**config.mk**
```make
export PLATFORM = sky130hd
export DESIGN_NAME = rhb_cfg
export DESIGN_NICKNAME = d
export VERILOG_FILES = /design/src/design/rhb_pkg.sv /design/src/design/rhb_cfg.sv
export SDC_FILE = /design/constraint.sdc
export NUM_CORES = 1
export LEC_CHECK = 0
export ABC_AREA = 1
export BUFFER_PORTS_ARGS = -buffer_cell sky130_fd_sc_hd__buf_2
export CORE_ASPECT_RATIO = 2
export CORE_MARGIN = 5
export CORE_UTILIZATION = 25
export DETAILED_ROUTE_END_ITERATION = 7
export SYNTH_ARGS = -nofsm -noshare
export SYNTH_HDL_FRONTEND = slang
export SYNTH_SLANG_ARGS = --single-unit
```
**constraint.sdc**
```tcl
create_clock -name clk -period 2.33 [get_ports clk]
set_clock_uncertainty 0.15 [all_clocks]
set_input_delay 0.233 -clock clk [delete_from_list [all_inputs] [get_ports clk]]
set_output_delay 0.233 -clock clk [all_outputs]
set_load 0.03 [all_outputs]
```
**src/design/rhb_pkg.sv**
```systemverilog
`timescale 1ns / 1ps

package rhb_pkg;

    // Sizing of the counter store and the bin arithmetic
    localparam int MAX_BINS    = 256;
    localparam int COUNT_WIDTH = 32;
    localparam int BIN_W       = $clog2(MAX_BINS);
    localparam int NUM_W       = BIN_W + 1;
    localparam int VAL_W       = 32;
    localparam int PROD_W      = VAL_W + NUM_W;

    // Operation codes of the input item
    localparam logic [1:0] OP_ADD   = 2'd0;
    localparam logic [1:0] OP_READ  = 2'd1;
    localparam logic [1:0] OP_CLEAR = 2'd2;

    // Configuration register indexes
    localparam logic [1:0] REG_RANGE_LOW  = 2'd0;
    localparam logic [1:0] REG_RANGE_HIGH = 2'd1;
    localparam logic [1:0] REG_BIN_COUNT  = 2'd2;
    localparam logic [1:0] REG_AUTO_MODE  = 2'd3;

    typedef logic [COUNT_WIDTH-1:0] count_t;

    typedef struct packed {
        logic [1:0]         op;
        logic signed [31:0] sample;
        logic [7:0]         bin_select;
    } item_t;

    typedef struct packed {
        logic [7:0]  bin;
        logic        in_range;
        logic [31:0] bin_total;
        logic [31:0] out_range_total;
    } result_t;

    typedef struct packed {
        logic signed [31:0] range_low;
        logic signed [31:0] range_high;
        logic [8:0]         bin_count;
        logic               auto_mode;
    } cfg_t;

endpackage

```
**src/design/rhb_cfg.sv**
```systemverilog
`timescale 1ns / 1ps

module rhb_cfg (
    input  logic          clk,
    input  logic          rst_n,
    input  logic          cfg_valid,
    output logic          cfg_ready,
    input  logic [1:0]    cfg_index,
    input  logic [31:0]   cfg_data,
    output rhb_pkg::cfg_t cfg
);
    import rhb_pkg::*;

    cfg_t cfg_reg;

    // Always able to take a write
    assign cfg_ready = 1'b1;
    assign cfg       = cfg_reg;

    // Update the addressed register on each write transaction
    always_ff @(posedge clk or negedge rst_n)
    begin
        if (!rst_n)
        begin
            cfg_reg.range_low  <= 32'sd0;
            cfg_reg.range_high <= 32'sd65536;
            cfg_reg.bin_count  <= 9'd16;
            cfg_reg.auto_mode  <= 1'b0;
        end
        else if (cfg_valid && cfg_ready)
        begin
            case (cfg_index)
                REG_RANGE_LOW:  cfg_reg.range_low  <= cfg_data;
                REG_RANGE_HIGH: cfg_reg.range_high <= cfg_data;
                REG_BIN_COUNT:  cfg_reg.bin_count  <= cfg_data[8:0];
                REG_AUTO_MODE:  cfg_reg.auto_mode  <= cfg_data[0];
                default:        cfg_reg.auto_mode  <= cfg_reg.auto_mode;
            endcase
        end
    end

endmodule

```
==> flow_metrics.py <==
metrics = {
    "clocking": {
        "post_cts_resized": 0,
        "clockBufferDepth": 2,
        "htreeDepth": 3,
        "worstSkewPairLatency_ns": 0.32,
        "clkSlewWorstSetupHoldPaths_ns": 0.06,
        "numClockSinks": 74,
        "cts-root-buf": "clkbuf_16",
        "cts_tree": "done",
        "numCtsBuffers": 9,
    },
    "detailed_routing": {
        "vias_per_cell": 4.619,
        "first_pass_iters": 4,
        "vias": 2716,
        "routed_wl_um": 9634,
        "drt_first_iter_violations": 150,
        "postRouteAntennaNets": 0,
        "drc_errors": 0,
        "post_drt_wl_per_cell_um": 16.38,
    },
    "worst_setup_path": {
        "critPathRequiredTime_ns": 1.95,
        "critical_path_class": "flip-flop to output pin",
        "worst-path-max-fanout": 2,
        "arrival_ns": 1.06,
        "end_kind": "output pin",
        "worstReg2RegEnd": "cfg[26]$_DFFE_PN1P_",
        "critical_path.cell_chain": "buf_2",
        "cpPeakStageDelay_ns": 0.54,
        "rr_worst_depth": 2,
        "cp_num_buf_inv": 1,
        "start_kind": "flip-flop",
        "cp_top_family": "flip-flops",
        "critPathSlowestCell": "dfstp_2",
        "r2r_slack_ns": 1.47,
        "r2r-start": "cfg[26]$_DFFE_PN1P_",
    },
    "global_routing": {
        "grt_pass1_wl_um": 15530,
        "grt_max_degree": 42,
        "grt_pass1_vias": 2871,
        "gr-total-overflow": 0,
        "grt.total_usage": 0.1387,
        "antenna_found_initial": 0,
    },
    "synth": {
        "synth_cells": 331,
        "syn_nets": 368,
        "synth-seq-area-share": 0.6086,
        "synthDistinctLibCells": 14,
        "ys_ff_latch": 74,
        "syn_area_um2": 3047,
        "yosysWarnings": 0,
        "synth.avg_cell_area_um2": 9.204,
    },
    "hold_path": {
        "min_path_cells": 3,
        "holdPathEnd": "cfg[51]$_DFFE_PN0P_",
        "hp-start": "cfg_data[9]",
        "hp-class": "primary input to flip-flop",
    },
    "floorplan": {
        "core_um2": 12050,
        "die_width_um": 88.06,
        "start_util": 0.2528,
        "die_h_um": 166.1,
        "dieArea_um2": 14630,
        "ios": 112,
        "core.rowCount": 57,
    },
    "placement": {
        "post-place-ws_ns": 0.6917,
        "dp_hpwl_um": 6849,
        "place_congestion": 0.7532,
        "io_buffers": 110,
    },
    "finish": {
        "fillerInstances": 1269,
        "regArea_um2": 1854,
        "syn_to_final_growth_pct": 31.01,
        "final_nets": 473,
        "largest_reg_flops": 74,
        "fin_util": 0.3312,
        "final_cell_mix": "148 x nand2_1, 109 x buf_2, 72 x dfrtp_1",
        "antenna_cells": 0,
        "drive_above_1_share": 0.3152,
        "layout_commonest_cell": "nand2_1",
        "multi_input_area_um2": 1025,
    },
    "sta": {
        "slew_headroom": 0.5507,
        "fmax_mhz": 691.9,
        "worst_pin_slew_ns": 0.6716,
        "rsz0062_at_grt": "false",
        "hold_viol_final": 0,
        "finalCriticalPeriod_ns": 1.445,
        "fin_crit_sh": 0.6203,
        "setup_viol": 0,
        "finalWorstSetupSlack_ns": 0.8848,
        "slew_viol_final": 0,
        "setup-tns-final_ns": 0,
    },
    "power_and_ir_drop": {
        "ir_drop_mv": 0.3711,
        "cellPowerDensity_nw_per_um2": 967.0,
        "cellLeakagePower_uw": 0.002222,
    },
    "status": {
        "status": "finished, final reports clean",
    },
    "run": {
        "drv_cap": 0,
    },
}
==> how the worst max path moves through the flow <==
stage                              from  cells past startpoint             endpoint
detailed placement         cfg_index[0]                      5  cfg[53]$_DFFE_PN0P_
CTS                 cfg[26]$_DFFE_PN1P_                      1              cfg[26]
global route        cfg[26]$_DFFE_PN1P_                      1              cfg[26]
finish              cfg[26]$_DFFE_PN1P_                      1              cfg[26]
floorplan                  cfg_index[0]                      6  cfg[42]$_DFFE_PN0P_
global placement           cfg_index[0]                      5  cfg[66]$_DFFE_PN0P_
==> power by group <==
part	switching, uW	leakage (uW)	total, uW	internal (uW)
Sequential	121	0.000920	1620	1500
Clock	495	0.000133	1240	745
Combinational	740	0.00117	1000	263
==> Yosys cell counts (all sizes together) <==
cell type / count / area [um^2]
buf: 26 / 156.4
clkbuf: 1 / 3.750
conb: 1 / 3.750
dfrtp: 72 / 1802
dfstp: 2 / 52.55
inv: 2 / 7.510
nand2: 149 / 561.8
nand3: 35 / 185.2
nand4: 42 / 262.8
nor2: 1 / 11.26
==> area by class of cell <==
type / count / share of cell area
multi-input combinational: 228 / 0.2567
inverter: 2 / 0.001881
sequential: 74 / 0.4646
clock inverter: 3 / 0.003762
tap: 147 / 0.04608
timing repair buffer: 121 / 0.1643
clock buffer: 13 / 0.06270
==> what timing repair did <==
| action | CTS | global route |
|---|---|---|
| hold buffers | 3 | 0 |
| endpoints found under the hold margin | 39 | 0 |
| buffers inserted | 0 | 0 |
==> stage by stage <==
| step | std cells | total power, uW | hold WS (ns) | area, um^2 |
|---|---|---|---|---|
| after floorplan | 331 | 2268 | -0.2126 | 3047 |
| final | 588 | 3860 | 0.01262 | 3991 |
| after detailed placement | 569 | 2654 | 0.09052 | 3696 |
| after CTS | 588 | 3917 | 0.001656 | 3991 |
| after global routing | 588 | 4058 | 0.01419 | 3991 |
| after global placement | 569 | 2636 | 0.08305 | 3696 |
==> metal layers <==
layer / wire length [um] / track usage / vias to the layer above
met5: 0 / 0 / -
met4: 352 / 0.07303 / 0
met3: 487 / 0.02681 / 19
met2: 5172 / 0.2411 / 82
met1: 3621 / 0.1550 / 1311
li1: - / - / 1304
==> kinds of logic after synthesis <==
group                  synth area share
AND/OR/NAND/NOR                  0.3351
buffers and inverters           0.05503
flip-flops                       0.6086
other                          0.001231
No activity file was read; power rests on OpenSTA's default activity.
