### src/design/rhb_pkg.sv
`timescale 1ns / 1ps

package rhb_pkg;

    // Sizing of the counter store and the bin arithmetic
    localparam int MAX_BINS    = 256;
    localparam int COUNT_WIDTH = 32;
    localparam int BIN_W       = $clog2(MAX_BINS);
    localparam int NUM_W       = BIN_W + 1;
    localparam int VAL_W       = 32;
    localparam int PROD_W      = VAL_W + NUM_W;

    // Operation codes of the input item
    localparam logic [1:0] OP_ADD   = 2'd0;
    localparam logic [1:0] OP_READ  = 2'd1;
    localparam logic [1:0] OP_CLEAR = 2'd2;

    // Configuration register indexes
    localparam logic [1:0] REG_RANGE_LOW  = 2'd0;
    localparam logic [1:0] REG_RANGE_HIGH = 2'd1;
    localparam logic [1:0] REG_BIN_COUNT  = 2'd2;
    localparam logic [1:0] REG_AUTO_MODE  = 2'd3;

    typedef logic [COUNT_WIDTH-1:0] count_t;

    typedef struct packed {
        logic [1:0]         op;
        logic signed [31:0] sample;
        logic [7:0]         bin_select;
    } item_t;

    typedef struct packed {
        logic [7:0]  bin;
        logic        in_range;
        logic [31:0] bin_total;
        logic [31:0] out_range_total;
    } result_t;

    typedef struct packed {
        logic signed [31:0] range_low;
        logic signed [31:0] range_high;
        logic [8:0]         bin_count;
        logic               auto_mode;
    } cfg_t;

endpackage

### src/design/rhb_div.sv
`timescale 1ns / 1ps

module rhb_div (
    input  logic                        clk,
    input  logic                        rst_n,
    input  logic                        start,
    input  logic [rhb_pkg::PROD_W-1:0]  dividend,
    input  logic [rhb_pkg::VAL_W-1:0]   divisor,
    output logic                        done,
    output logic [rhb_pkg::NUM_W-1:0]   quotient
);
    import rhb_pkg::*;

    localparam int CNT_W = $clog2(NUM_W + 1);

    logic [VAL_W-1:0] rem_reg;
    logic [VAL_W-1:0] divisor_reg;
    logic [NUM_W-1:0] quo_reg;
    logic [CNT_W-1:0] count_reg;
    logic             busy_reg;
    logic             done_reg;
    logic [VAL_W:0]   trial;
    logic             take;

    // Quotient is known to fit NUM_W bits, so the upper dividend bits start below the divisor
    assign trial    = {rem_reg, quo_reg[NUM_W-1]};
    assign take     = trial >= {1'b0, divisor_reg};
    assign done     = done_reg;
    assign quotient = quo_reg;

    // Control: step count and done pulse
    always_ff @(posedge clk or negedge rst_n)
    begin
        if (!rst_n)
        begin
            busy_reg  <= 1'b0;
            done_reg  <= 1'b0;
            count_reg <= '0;
        end
        else
        begin
            done_reg <= 1'b0;
            if (start)
            begin
                busy_reg  <= 1'b1;
                count_reg <= CNT_W'(NUM_W);
            end
            else if (busy_reg)
            begin
                count_reg <= count_reg - 1'b1;
                if (count_reg == CNT_W'(1))
                begin
                    busy_reg <= 1'b0;
                    done_reg <= 1'b1;
                end
            end
        end
    end

    // Datapath: one restoring step per cycle
    always_ff @(posedge clk)
    begin
        if (start)
        begin
            rem_reg     <= dividend[PROD_W-1:NUM_W];
            quo_reg     <= dividend[NUM_W-1:0];
            divisor_reg <= divisor;
        end
        else if (busy_reg)
        begin
            rem_reg <= take ? VAL_W'(trial - {1'b0, divisor_reg}) : trial[VAL_W-1:0];
            quo_reg <= {quo_reg[NUM_W-2:0], take};
        end
    end

endmodule

### config.mk
export PLATFORM = sky130hd
export DESIGN_NAME = rhb_div
export DESIGN_NICKNAME = d
export VERILOG_FILES = /design/src/design/rhb_pkg.sv /design/src/design/rhb_div.sv
export SDC_FILE = /design/constraint.sdc
export NUM_CORES = 1
export LEC_CHECK = 0
export BUFFER_PORTS_ARGS = -buffer_cell sky130_fd_sc_hd__buf_2
export CORE_UTILIZATION = 30
export DETAILED_ROUTE_END_ITERATION = 10
export MAX_ROUTING_LAYER = met4
export SYNTH_ARGS = -nofsm -noshare
export SYNTH_HDL_FRONTEND = slang
export SYNTH_SLANG_ARGS = --single-unit
### constraint.sdc
create_clock -name clk -period 9.16 [get_ports clk]
set_input_delay 0 -clock clk [delete_from_list [all_inputs] [get_ports clk]]
set_output_delay 0 -clock clk [all_outputs]
set_load 0.005 [all_outputs]
==> results.json <==
{
  "status": "finished, final reports clean",
  "ys_seq_area_frac": 0.445,
  "max_freq_ghz": 0.291,
  "crit_type": "reg2reg",
  "tightest_slew_ps": 1070,
  "drive_gt1_frac": 0.191,
  "synthMuxAreaShare": 0.0463,
  "place_area_um2": 5880,
  "first_global_vias": 4390,
  "grt_pass1_wl_mm": 21.4,
  "syn_area_um2": 5270,
  "stdcell_count": 912,
  "wirelength_mm": 12.9,
  "drv_slew": 0,
  "synth_xor_area_frac": 0.0416,
  "end_kind": "flip-flop",
  "rows": 48,
  "synth_nets": 647,
  "yosysTopAreaCell": "edfxtp_1",
  "firstDrtPassIters": 4,
  "synth-simple-area-share": 0.143,
  "clock_latency_ps": 350,
  "critPathSlowestCell": "edfxtp_1",
  "antenna_found_initial": 0,
  "startpoint_type": "flip-flop",
  "grt.total_usage": 0.155,
  "dr.first_iter.drc_count": 212,
  "critical_path.max_stage_delay_ps": 420,
  "required_ps": 9260,
  "cts_resized": 0,
  "post-route-min-period_ps": 3430,
  "fin_area_um2": 6850,
  "gp_congestion": 0.833,
  "synth_edf_count": 73,
  "ant_nets": 0,
  "antennaDiodeCount": 0,
  "io_pins": 86,
  "netlist.area_leader.share": 0.416,
  "reg2reg_slack_ps": 5730,
  "synth_area_leaders": "edfxtp_1 (42%), ha_1 (8.1%), a21oi_1 (5.3%)",
  "yosys_warnings": 0,
  "vias": 4391,
  "fin_total_pwr_mw": 2.14,
  "synth_fa_ha_area_frac": 0.0845,
  "syn_avg_cell_area_um2": 9.83,
  "cts.sinks": 79,
  "finClkSkew_ps": 9.73,
  "path_cells": "inv_1 -> ha_1 -> inv_1 -> fa_1 -> a21oi_1 -> nor2_1 -> o311ai_2 -> nand3b_1 -> o21ai_2 -> o21ai_1 -> o31a_1 -> a221o_1 -> o21a_1",
  "coreArea_um2": 17200,
  "initial_core_util": 0.306,
  "min_path_type": "in2reg",
  "dp_hpwl_mm": 8.97,
  "fin_crit_sh": 0.375,
  "cts_tree": "built",
  "die_h_um": 135,
  "ys_ff_latch": 79,
  "power_density_nw_per_um2": 312,
  "path_clk_slew_ps": 60,
  "port_buffers": 85,
  "p_leak_nw": 2.92,
  "placedCellCount": 827,
  "peakVddDrop_mv": 0.133,
  "grt_max_degree": 63,
  "drc": 0,
  "hold_depth": 2,
  "die_w_um": 135,
  "ctsHtreeMaxLevel": 3,
  "setup_viol": 0,
  "slew_headroom": 0.289,
  "synthArstFlopShare": 0.0759,
  "maxCapViolCount": 0,
  "reg2reg_to": "rem_reg[30]",
  "synthFlopType": "edfxtp_1",
  "hp-start": "dividend[0]",
  "final_hold_viol_count": 0,
  "rsz0062_at_grt": "false",
  "syn_inst": 536,
  "final_util": 0.397,
  "synth_top_family_by_area": "compound AO/OA/AOI/OAI gates",
  "grt-ovfl-total": 0,
  "tns_ps": 0,
  "synth.distinct_cells": 64,
  "cts_root_buf": "clkbuf_16",
  "rr_worst_depth": 13,
  "crit_fanout": 5,
  "clockBufferDepth": 2,
  "die-area_um2": 18100,
  "crit_top_cell": "inv_1",
  "cts_buffers": 9,
  "areaGrowthSynthToFinish_pct": 30.0,
  "viasPerCell": 4.81,
  "critPathArrivalTime_ps": 3540,
  "synth_compound_area_frac": 0.185,
  "fin_nets": 793,
  "wl_per_cell_um": 14.1,
  "holdPathEnd": "quotient[0]",
  "regToRegStartpoint": "quotient[8]",
  "post_cts_buffers": 0
}
## metal layers
metal / track usage / wire (um) / up-vias
li1: - / - / 2241
met1: 0.205 / 6450 / 2052
met2: 0.239 / 5790 / 83
met3: 0.0304 / 451 / 15
met4: 0.0462 / 206 / 0
met5: - / 0 / -
## report_power, final
part | internal (mW) | switching [mW] | total [mW] | leakage [nW]
combinational | 0.512 | 0.687 | 1.20 | 1.99
sequential | 0.541 | 0.0615 | 0.602 | 0.808
clock | 0.190 | 0.145 | 0.336 | 0.125
## synth_stat cells, drive strengths merged, types with 3 or more instances
master and count:
a221o 3, xor2 13, o31a 4, nand4 6, edfxtp 73, a21o 10, and3 6, a21oi 58
inv 45, mux2i 12, mux2 11, nand3 15, a31oi 3, and2 3, a211oi 3, nand2 53
buf 12, dfrtp 6, nor3b 3, o21ai 36, o2111ai 3, clkbuf 10, o21bai 4, nor2 45
xnor2 12, o211ai 6, nor2b 5, ha 34, o21a 7, nor3 9
## worst max path at each step
stage	start	endpoint	slack, ps	depth (start not counted)
2_1_floorplan	quotient[8]	rem_reg[30]	6150	13
3_3_place_gp	quotient[8]	rem_reg[30]	5710	13
3_5_place_dp	quotient[8]	rem_reg[30]	5740	13
4_1_cts	quotient[8]	rem_reg[30]	5710	13
5_1_grt	quotient[8]	rem_reg[30]	5510	13
6_report	quotient[8]	rem_reg[30]	5730	13
## critical path: cells and delay by family (launching register included)
| kind | cells | cell delay (ps) |
|---|---|---|
| and+or+nand+nor | 2 | 320 |
| buffers and inverters | 2 | 130 |
| DFF | 1 | 420 |
| AOI/OAI and AO/OA | 7 | 1750 |
| adders and majority gates | 2 | 560 |
## area by class of cell
type / instances / area, um2
multi-input combinational: 390 / 2640
tap: 225 / 282
clock inverter: 5 / 35.0
inverter: 45 / 169
timing repair buffer: 157 / 1140
fill: 1744 / 10400
sequential: 79 / 2340
clock buffer: 11 / 243
## what timing repair did
action | in CTS | in global routing
hold buffers | 69 | 0
hold endpoints to repair | 73 | 0
endpoints found under the setup margin | 0 | 0
## placed cells by master (no fill, tap or decap), types with 3 or more instances in the layout
cell,n
buf_4,3
clkbuf_16,9
a31oi_1,3
o211ai_1,5
ha_1,34
mux2i_1,12
nand4_1,6
xnor2_1,12
o21a_1,7
dlygate4sd3_1,69
o21ai_0,30
o21ai_1,4
nor3b_1,3
edfxtp_1,73
a211oi_1,3
a221o_1,3
inv_1,45
nor2b_1,5
nor3_1,8
nand2_1,53
a21o_1,9
a21oi_1,56
xor2_1,13
and3_1,6
clkinvlp_4,3
mux2_2,11
o21bai_1,4
and2_1,3
dfrtp_1,6
o31a_1,4
buf_2,85
nand3_1,13
nor2_1,44
## cells by family (layout without fill, tap and decap cells)
| family | count (synthesis) | after routing |
|---|---|---|
| AOI/OAI and AO/OA | 149 | 149 |
| xor gates and xnor gates | 25 | 25 |
| adders and majority gates | 35 | 35 |
| buffers and inverters | 67 | 218 |
| DFF | 79 | 79 |
| muxes | 23 | 23 |
| and+or+nand+nor | 158 | 158 |
## through the flow
stage / hold slack (ps) / setup slack (ps)
final: 12.3 / 5730
after CTS: 3.84 / 5710
after detailed placement: -171 / 5740
after global routing: 1.89 / 5510
after floorplan: -296 / 6150
after global placement: -169 / 5710
No activity file was read; power rests on OpenSTA's default activity.
